File: config.mk
export PLATFORM = sky130hd
export DESIGN_NAME = mm4_feed
export DESIGN_NICKNAME = d
export VERILOG_FILES = /design/src/rtl/mm4_pkg.sv /design/src/rtl/mm4_feed.sv
export SDC_FILE = /design/constraint.sdc
export NUM_CORES = 1
export LEC_CHECK = 0
export CORE_ASPECT_RATIO = 0.7
export CORE_MARGIN = 10
export CORE_UTILIZATION = 42
export DETAILED_ROUTE_END_ITERATION = 10
export DONT_BUFFER_PORTS = 1
export PLACE_DENSITY = 0.68
export SYNTH_ARGS = -nofsm -noshare
export SYNTH_HDL_FRONTEND = slang
export SYNTH_SLANG_ARGS = --single-unit
export TNS_END_PERCENT = 100
File: constraint.sdc
create_clock -name clk -period 7.5 [get_ports clk]
set_clock_uncertainty 0.2 [all_clocks]
set_input_delay 1.5 -clock clk [delete_from_list [all_inputs] [get_ports clk]]
set_output_delay 1.5 -clock clk [all_outputs]
set_load 0.005 [all_outputs]
File: src/rtl/mm4_pkg.sv
`timescale 1ns / 1ps

package mm4_pkg;

	// defaults for the top-level parameters
	localparam int DIM_DEF  = 4;
	localparam int FRAC_DEF = 16;

	// fixed element format
	localparam int ELEM_W = 32;

	// one element of an A row travelling down the cell chain
	typedef struct packed {
		logic                     valid;
		logic                     first;
		logic                     last;
		logic signed [ELEM_W-1:0] a;
	} mm4_beat_t;

	// finished product element held in a cell
	typedef struct packed {
		logic              valid;
		logic              ovf;
		logic [ELEM_W-1:0] res;
	} mm4_res_t;

endpackage

File: src/rtl/mm4_feed.sv
`timescale 1ns / 1ps

module mm4_feed import mm4_pkg::*; #(
	parameter int DIM = DIM_DEF
) (
	input  logic                     clk,
	input  logic                     arst_n,
	input  logic                     load,
	input  logic signed [ELEM_W-1:0] load_row [DIM],
	input  logic                     issue,
	output mm4_beat_t                beat
);

	localparam int KW = $clog2(DIM);

	logic signed [ELEM_W-1:0] a_rows_q [DIM][DIM];
	logic signed [ELEM_W-1:0] sh_q [DIM];
	logic [KW-1:0]            k_q;
	logic                     active_q;

	// row store is a shift line; issue rotates row 0 to the tail
	always_ff @(posedge clk) begin
		if (load) begin
			for (int i = 0; i < DIM - 1; i++) begin
				a_rows_q[i] <= a_rows_q[i+1];
			end
			a_rows_q[DIM-1] <= load_row;
		end else if (issue) begin
			sh_q <= a_rows_q[0];
			for (int i = 0; i < DIM - 1; i++) begin
				a_rows_q[i] <= a_rows_q[i+1];
			end
			a_rows_q[DIM-1] <= a_rows_q[0];
		end else if (active_q) begin
			for (int i = 0; i < DIM - 1; i++) begin
				sh_q[i] <= sh_q[i+1];
			end
		end
	end

	always_ff @(posedge clk or negedge arst_n) begin
		if (!arst_n) begin
			active_q <= 1'b0;
			k_q      <= '0;
		end else if (issue) begin
			active_q <= 1'b1;
			k_q      <= '0;
		end else if (active_q) begin
			if (k_q == KW'(DIM - 1)) begin
				active_q <= 1'b0;
			end
			k_q <= k_q + 1'b1;
		end
	end

	assign beat.valid = active_q;
	assign beat.first = (k_q == '0);
	assign beat.last  = (k_q == KW'(DIM - 1));
	assign beat.a     = sh_q[0];

endmodule

==> out/results.ini <==
[critical_path]
path_delay_family = buffers and inverters
cp_max_fo = 49
worstSetupEndpointType = register
path_class = in2reg
max_stage_delay_ns = 0.85
cp_num_buf_inv = 1
path_cells = nand2b_4 -> buf_4 -> mux2_2
crit_path_start_kind = primary input
required_ns = 7.66
arrival_ns = 3.51
slowest_stage = buf_4

[global_route]
grt_overflow = 0
gr-usage-all-layers_pct = 11.5
antenna_found_initial = 5
grt_pass1_vias = 8098
grt_pass1_wl_um = 55700
grt_max_degree = 215

[floorplanning]
dieHeight_um = 216
rows = 71
initial_core_util_pct = 42.6
ioPinCount = 167
die_area_um2 = 64500
core_area_um2 = 53800
die_w_um = 299

[layout]
final_nets = 1087
layout_common_cells = 640 x edfxtp_1, 120 x mux2_4, 104 x mux2_2
layout-drive-gt1-share_pct = 32.4
area_delta_synth_final_pct = 11.0
multiInputGateArea_um2 = 3070
num-fill-cells = 4325
final_common_cell = edfxtp_1
regArea_um2 = 19300
layoutNonFillerInstCount = 1732

[sta]
worst_slew_margin_rel_pct = 13.4
rsz0062_at_grt = no
hold_violations = 0
fin_crit_sh_pct = 44.7
setup_viol = 0
fin_setup_tns_ns = 0
final_max_slew_viol_count = 0
max_freq_mhz = 298
fin_crit_ns = 3.35
worst_pin_slew_ns = 1.30

[yosys]
syn_inst = 940
synth.distinct_cells = 16
avgSynthCellArea_um2 = 24.4
yosys_warnings = 0
yosysSeqAreaShare_pct = 84.1
synth-xor-area-share_pct = 0.0382
netlist_area_um2 = 22900
synth_fa_ha_area_share_pct = 0.109
synth_mux_area_share_pct = 13.0
synth_top_family_by_area = multiplexers
synth-seq-cells = 643
yosys.area_share.simple_pct = 0.131
synth_nets = 1074
synth_compound_area_share_pct = 0.0327

[run]
maxCapViolCount = 0

[clocking]
clock_latency_ns = 0.61
cts_buffers = 60
cts_root_buffer = clkbuf_16
h-tree-depth = 2
path_clk_slew_ns = 0.06
cts_hold_buf = 0
cts_tree = done
clk_path_buf_depth = 3
postCtsResizedCells = 0
cts_setup_buffers = 0
cts_sinks = 643

[drt]
post_drt_wl_per_cell_um = 21.9
ant_nets = 0
via_count = 8168
drt_iter0_markers = 855
totalWireLength_um = 37900
vias_per_cell = 4.72
drc_errors = 0
drtPass1Iterations = 5

[place]
gp_congestion = 0.765
placedCellCount = 1621
dp_hpwl_um = 22500
port_buffers = 0

[status]
status = completed

[power]
ir_drop_uv = 194
leakagePower_nw = 9.09
cellPowerDensity_nw_per_um2 = 314
finalPower_mw = 7.99

[worst_hold_path]
min_path_type = reg2reg

-- path summary, 6_finish.rpt --
| path | start | endpoint | slack (ns) | cells after the start |
|---|---|---|---|---|
| min in group asynchronous | arst_n | k_q[1] | 0.39 | 0 |
| hold / removal | a_rows_q[0][301] | a_rows_q[0][173] | 0.21 | 0 |
| max in group asynchronous | arst_n | active_q | 6.65 | 0 |
| setup / recovery | load | a_rows_q[0][384] | 4.15 | 3 |
| setup reg to reg | active_q | sh_q[52] | 4.96 | 4 |
| hold reg to reg | a_rows_q[0][301] | a_rows_q[0][173] | 0.21 | 0 |
-- synth_stat cells --
cell type / instances / area (um2)
inv_1: 4 / 15.0
dfrtp_1: 3 / 75.1
ha_1: 2 / 25.0
buf_2: 3 / 15.0
edfxtp_1: 640 / 19200
mux2_2: 104 / 1170
buf_4: 41 / 308
mux2i_1: 1 / 10.0
or2_2: 1 / 6.26
buf_6: 3 / 33.8
a21o_1: 1 / 7.51
nor2_1: 4 / 15.0
buf_12: 11 / 220
nand2b_2: 1 / 8.76
mux2_4: 120 / 1800
xnor2_1: 1 / 8.76
-- stage by stage --
| step | worst slack [ns] | hold WS (ns) | util [%] | instance area, um2 |
|---|---|---|---|---|
| 6_report | 4.15 | 0.214 | 47.3 | 25500 |
| 5_1_grt | 4.11 | 0.218 | 47.3 | 25500 |
| 4_1_cts | 4.20 | 0.216 | 47.3 | 25500 |
| 3_5_place_dp | 3.53 | 0.205 | 43.4 | 23400 |
| 3_3_place_gp | 3.53 | 0.200 | 43.4 | 23400 |
| 2_1_floorplan | 0.785 | 0.200 | - | 22900 |
-- kinds of logic (layout without fill, tap and decap cells) --
group | count (synthesis) | after routing
xor+xnor | 1 | 1
buf+inv | 62 | 121
compound gates | 1 | 1
other cells | 0 | 3
flops | 643 | 643
fa+ha+maj | 2 | 2
simple gates | 6 | 6
mux | 225 | 225
-- power breakdown --
group | switching, mW | internal [mW] | total, mW
registers | 0.142 | 4.39 | 4.53
logic | 0.135 | 0.152 | 0.287
clock network | 1.29 | 1.88 | 3.17
total | 1.57 | 6.43 | 7.99
-- per-layer routing --
layer | share of wire (%) | vias to the layer above | track usage, %
li1 | - | 3734 | -
met1 | 48 | 4182 | 17.3
met2 | 43 | 180 | 15.7
met3 | 5.7 | 68 | 3.18
met4 | 2.7 | 4 | 4.28
met5 | 0.098 | - | 0
-- flip-flops by register name (all words and copies together), names as in the netlist --
register / count
a_rows_q: 512
active_q: 1
beat: 32
k_q: 2
sh_q: 96
-- cell type report --
class                           instances  area share, %
Inverter                                4         0.0590
Multi-Input combinational cell        235           12.1
Tap cell                              730           3.59
Antenna cell                            3         0.0295
Clock inverter                         40           2.14
Sequential cell                       643           75.8
Timing Repair Buffer                    9          0.364
Clock buffer                           68           6.01
Note: power is estimated with default switching activity, not from simulation.
