`config.mk`:
```
export PLATFORM = sky130hd
export DESIGN_NAME = mm4_cell
export DESIGN_NICKNAME = d
export VERILOG_FILES = /design/src/rtl/mm4_pkg.sv /design/src/rtl/mm4_cell.sv
export SDC_FILE = /design/constraint.sdc
export NUM_CORES = 2
export LEC_CHECK = 0
export BUFFER_PORTS_ARGS = -buffer_cell sky130_fd_sc_hd__buf_2
export CORE_UTILIZATION = 45
export CTS_CLUSTER_SIZE = 8
export DETAILED_ROUTE_END_ITERATION = 7
export HOLD_SLACK_MARGIN = 0.08
export REMOVE_ABC_BUFFERS = 1
export SLEW_MARGIN = 20
export SYNTH_ARGS = -nofsm -noshare
export SYNTH_HDL_FRONTEND = slang
export SYNTH_SLANG_ARGS = --single-unit
```
`constraint.sdc`:
```
create_clock -name clk -period 11.5 [get_ports clk]
set_clock_uncertainty 0.1 [all_clocks]
set_input_delay 1.725 -clock clk [delete_from_list [all_inputs] [get_ports clk]]
set_output_delay 1.725 -clock clk [all_outputs]
set_load 0.01 [all_outputs]
```
`src/rtl/mm4_pkg.sv`:
```
`timescale 1ns / 1ps

package mm4_pkg;

	// defaults for the top-level parameters
	localparam int DIM_DEF  = 4;
	localparam int FRAC_DEF = 16;

	// fixed element format
	localparam int ELEM_W = 32;

	// one element of an A row travelling down the cell chain
	typedef struct packed {
		logic                     valid;
		logic                     first;
		logic                     last;
		logic signed [ELEM_W-1:0] a;
	} mm4_beat_t;

	// finished product element held in a cell
	typedef struct packed {
		logic              valid;
		logic              ovf;
		logic [ELEM_W-1:0] res;
	} mm4_res_t;

endpackage

```
`src/rtl/mm4_cell.sv`:
```
`timescale 1ns / 1ps

module mm4_cell import mm4_pkg::*; #(
	parameter int DIM       = DIM_DEF,
	parameter int FRAC_BITS = FRAC_DEF
) (
	input  logic                     clk,
	input  logic                     arst_n,
	input  logic                     load,
	input  logic signed [ELEM_W-1:0] load_elem,
	input  mm4_beat_t                beat_in,
	output mm4_beat_t                beat_out,
	output mm4_res_t                 result
);

	localparam int ACC_W = 2 * ELEM_W + $clog2(DIM) + 1;
	// half an lsb of the result, seeds the accumulator
	localparam logic signed [ACC_W-1:0] RND = ACC_W'((ACC_W'(1) << FRAC_BITS) >> 1);

	logic signed [ELEM_W-1:0]   bcol_q [DIM];
	mm4_beat_t                  beat_q;
	logic signed [2*ELEM_W-1:0] prod_s1;
	logic                       v_s1;
	logic                       first_s1;
	logic                       last_s1;
	logic signed [ACC_W-1:0]    acc_q;
	logic                       fin_s2;
	logic signed [ACC_W-1:0]    shifted;
	logic                       fits;
	logic                       res_valid_q;
	logic                       res_ovf_q;
	logic [ELEM_W-1:0]          res_data_q;

	// column of B: shift line on load, rotates once per consumed beat
	always_ff @(posedge clk) begin
		if (load) begin
			for (int i = 0; i < DIM - 1; i++) begin
				bcol_q[i] <= bcol_q[i+1];
			end
			bcol_q[DIM-1] <= load_elem;
		end else if (beat_in.valid) begin
			for (int i = 0; i < DIM - 1; i++) begin
				bcol_q[i] <= bcol_q[i+1];
			end
			bcol_q[DIM-1] <= bcol_q[0];
		end
	end

	always_ff @(posedge clk) begin
		prod_s1 <= beat_in.a * bcol_q[0];
		if (v_s1) begin
			acc_q <= (first_s1 ? RND : acc_q) + ACC_W'(prod_s1);
		end
	end

	always_ff @(posedge clk or negedge arst_n) begin
		if (!arst_n) begin
			beat_q   <= '0;
			v_s1     <= 1'b0;
			first_s1 <= 1'b0;
			last_s1  <= 1'b0;
			fin_s2   <= 1'b0;
		end else begin
			beat_q   <= beat_in;
			v_s1     <= beat_in.valid;
			first_s1 <= beat_in.first;
			last_s1  <= beat_in.last;
			fin_s2   <= v_s1 && last_s1;
		end
	end

	// drop fraction bits, saturate to 32 bits
	always_comb begin
		shifted = acc_q >>> FRAC_BITS;
		fits    = (&shifted[ACC_W-1:ELEM_W-1]) || !(|shifted[ACC_W-1:ELEM_W-1]);
	end

	always_ff @(posedge clk or negedge arst_n) begin
		if (!arst_n) begin
			res_valid_q <= 1'b0;
		end else begin
			res_valid_q <= fin_s2;
		end
	end

	always_ff @(posedge clk) begin
		if (fin_s2) begin
			res_ovf_q <= !fits;
			if (fits) begin
				res_data_q <= shifted[ELEM_W-1:0];
			end else if (shifted[ACC_W-1]) begin
				res_data_q <= {1'b1, {(ELEM_W-1){1'b0}}};
			end else begin
				res_data_q <= {1'b0, {(ELEM_W-1){1'b1}}};
			end
		end
	end

	assign beat_out     = beat_q;
	assign result.valid = res_valid_q;
	assign result.ovf   = res_ovf_q;
	assign result.res   = res_data_q;

endmodule
```
==> out/metrics.yaml <==
critical_path:
  arrival_ps: 10380
  r2r-end: "prod_s1[63]$_DFF_P_"
  reg2reg_depth: 26
  start_kind: "primary input"
  r2r-start: "bcol_q[0][5]$_DFFE_PP_"
  slowest_stage: "fa_1"
  path_class: "in -> reg"
  crit_path_max_fanout: 12
  setup.worst_path.start: "beat_in[31]"
  crit_family: "adder cells"
  worst-path-buf-inv: 6
  cp_common_cell: "fa_1"
  required_ps: 11930
  r2r_slack_ps: 2030
  slowest_delay_ps: 870
  cp-end-kind: "register"
clock_network:
  cts_max_level: 2
  clk_pin_slew_ps: 50
  cts-root-buf: "clkbuf_16"
  post_cts_buffers: 0
  cts_tree: "yes"
  clock_insertion_delay_worst_skew_ps: 610
  ctsResizeCount: 0
  cts_sinks: 329
  cts_hold_buf: 0
  clock_path_buffers: 3
  cts_buffers: 48
min_path:
  holdPathEnd: "bcol_q[0][42]$_DFFE_PP_"
  hold_class: "reg -> reg"
  holdPathStages: 0
  min-delay-start: "bcol_q[0][74]$_DFFE_PP_"
detailed_routing:
  drt-wirelength-per-cell_microns: 19.8
  viasPerCell: 5.15
  first_pass_iters: 5
  routed_wl_mm: 128
  vias: 33300
  ant_nets: 0
  drt_iter0_markers: 1717
  drc: 0
synthesis:
  yosysSeqAreaShare_pct: 18.1
  yosysWarnings: 0
  yosys_most_used_dff: "edfxtp_1"
  avgSynthCellArea_sq_um: 10.1
  synth_area_sq_um: 50000
  syn_inst: 4938
  ys_seq_elements: 329
  synth-edff-count: 228
  synth-async-reset-ratio_pct: 11.2
  yosys.cell_types.count: 72
cells_and_area:
  finalNetCount: 6352
  mostFrequentLayoutCell: "fa_1"
  drive_gt1_share_pct: 6.36
  final_cell_mix: "fa_1 (1083), inv_1 (1044), nand2_1 (548)"
  instances_no_fill: 6464
  area_growth_pct: 7.22
  diodes: 0
  nFillCells: 10200
floorplanning:
  die_area_sq_um: 112000
  die_x_microns: 335
  fp.dieH_microns: 335
  start_util_pct: 45.7
  row_count: 121
  core_area_sq_um: 109000
  io_pins: 139
sta:
  drv_slew: 0
  worstMarginPinSlew_ps: 997
  rsz0062_at_grt: "false"
  setup_viol: 0
  final.period_utilization_pct: 86.5
  max_freq_mhz: 101
  tns_ps: 0
  slew_headroom_pct: 33.5
  finalCriticalPeriod_ps: 9940
  hold_viol: 0
global_routing:
  grt_max_degree: 81
  gr-total-overflow: 0
  grt_pass1_vias: 37100
  antenna_found_initial: 1
  grt_pass1_wl_mm: 208
  gr-usage-all-layers_pct: 24.0
place:
  dp.cells: 6375
  place_congestion: 0.878
  port_buffers: 138
  hpwl_mm: 101
run_status:
  status: "finished, final reports clean"
job:
  maxCapViolCount: 0
flip-flops by register name, indices dropped and copies added, names as in the netlist, 32 cells and up:
signal	count
acc_q	67
res_data_q	32
bcol_q	128
prod_s1	64
beat_out	32
cells by family (layout without fill, tap and decap cells):
family | Yosys count | count (layout) | synth area share, %
DFF | 329 | 329 | 18.1
adders and majority gates | 1333 | 1333 | 49.6
buffers and inverters | 1295 | 1345 | 9.76
muxes | 31 | 31 | 0.698
xor gates and xnor gates | 128 | 128 | 2.24
AOI/OAI and AO/OA | 439 | 439 | 5.61
and+or+nand+nor | 1383 | 1383 | 14.0
cell type report:
class / count / area, sq um / area share [%]
sequential: 329 / 9060 / 16.9
tap: 1476 / 1850 / 3.45
clock inverter: 4 / 82.6 / 0.154
inverter: 1045 / 3920 / 7.32
multi-input combinational: 3314 / 36100 / 67.3
timing repair buffer: 211 / 1250 / 2.33
clock buffer: 85 / 1370 / 2.56
synthesized netlist by cell type, drive strengths merged, types with 6 or more instances:
cell type     n  share of area, %
inv        1044               7.8
nand2b       27              0.34
or3           6             0.075
edfxtp      228                14
nand2       548               4.1
nor2        115              0.86
a31oi        19              0.24
xor2         41              0.72
o21ai       104               1.0
o211ai       10              0.15
nand3        27              0.27
mux2         31              0.70
and3         15              0.19
a21o         71               1.1
xnor2        87               1.5
dfrtp        37               1.9
ha          250               6.3
nand4        28              0.35
clkbuf      245               1.8
nor3         14              0.14
o21a         17              0.26
a21oi       133               1.4
o31ai         6             0.090
and2        527               6.6
fa         1083                43
dfxtp        64               2.6
nor2b        47              0.59
a211oi       10              0.15
nor4          9              0.11
and4          9              0.16
o21bai       14              0.21
stage by stage:
step,util (%),hold slack [ps],setup WS (ps),area (sq um)
after CTS,49.0,312,1620,53600
after detailed placement,47.6,305,978,52100
final,49.0,310,1560,53600
after global routing,49.0,314,1120,53600
after floorplan,-,300,2190,49000
after global placement,47.6,300,1080,52100
worst register-to-register path, delay by kind of cell, from the launching register on:
| kind | cells | cell delay, ps |
|---|---|---|
| compound gates | 6 | 1310 |
| fa+ha+maj | 9 | 4890 |
| flops | 1 | 860 |
| xor+xnor | 1 | 150 |
| buf+inv | 5 | 890 |
| simple gates | 5 | 1230 |
metal layers:
metal  part of all wire (%)  routed length, microns  up-vias  GRT usage, %
met2                     52                   66400      795          43.5
met1                     41                   51800    17400          30.0
li1                       -                       -    14900             -
met3                    4.7                    6020      176          2.92
met4                    2.8                    3530        0          6.78
met5                      0                       0        -             0
worst max path at each step:
stage / cells after the start / slack, ps / to
4_1_cts: 27 / 1620 / prod_s1[63]$_DFF_P_
5_1_grt: 27 / 1120 / prod_s1[63]$_DFF_P_
3_5_place_dp: 27 / 980 / prod_s1[63]$_DFF_P_
3_3_place_gp: 27 / 1080 / prod_s1[63]$_DFF_P_
6_report: 27 / 1560 / prod_s1[63]$_DFF_P_
2_1_floorplan: 26 / 2190 / prod_s1[63]$_DFF_P_
Power is not shown: default switching activity piles up to over one toggle a cycle in this logic, so the estimate is an artifact.
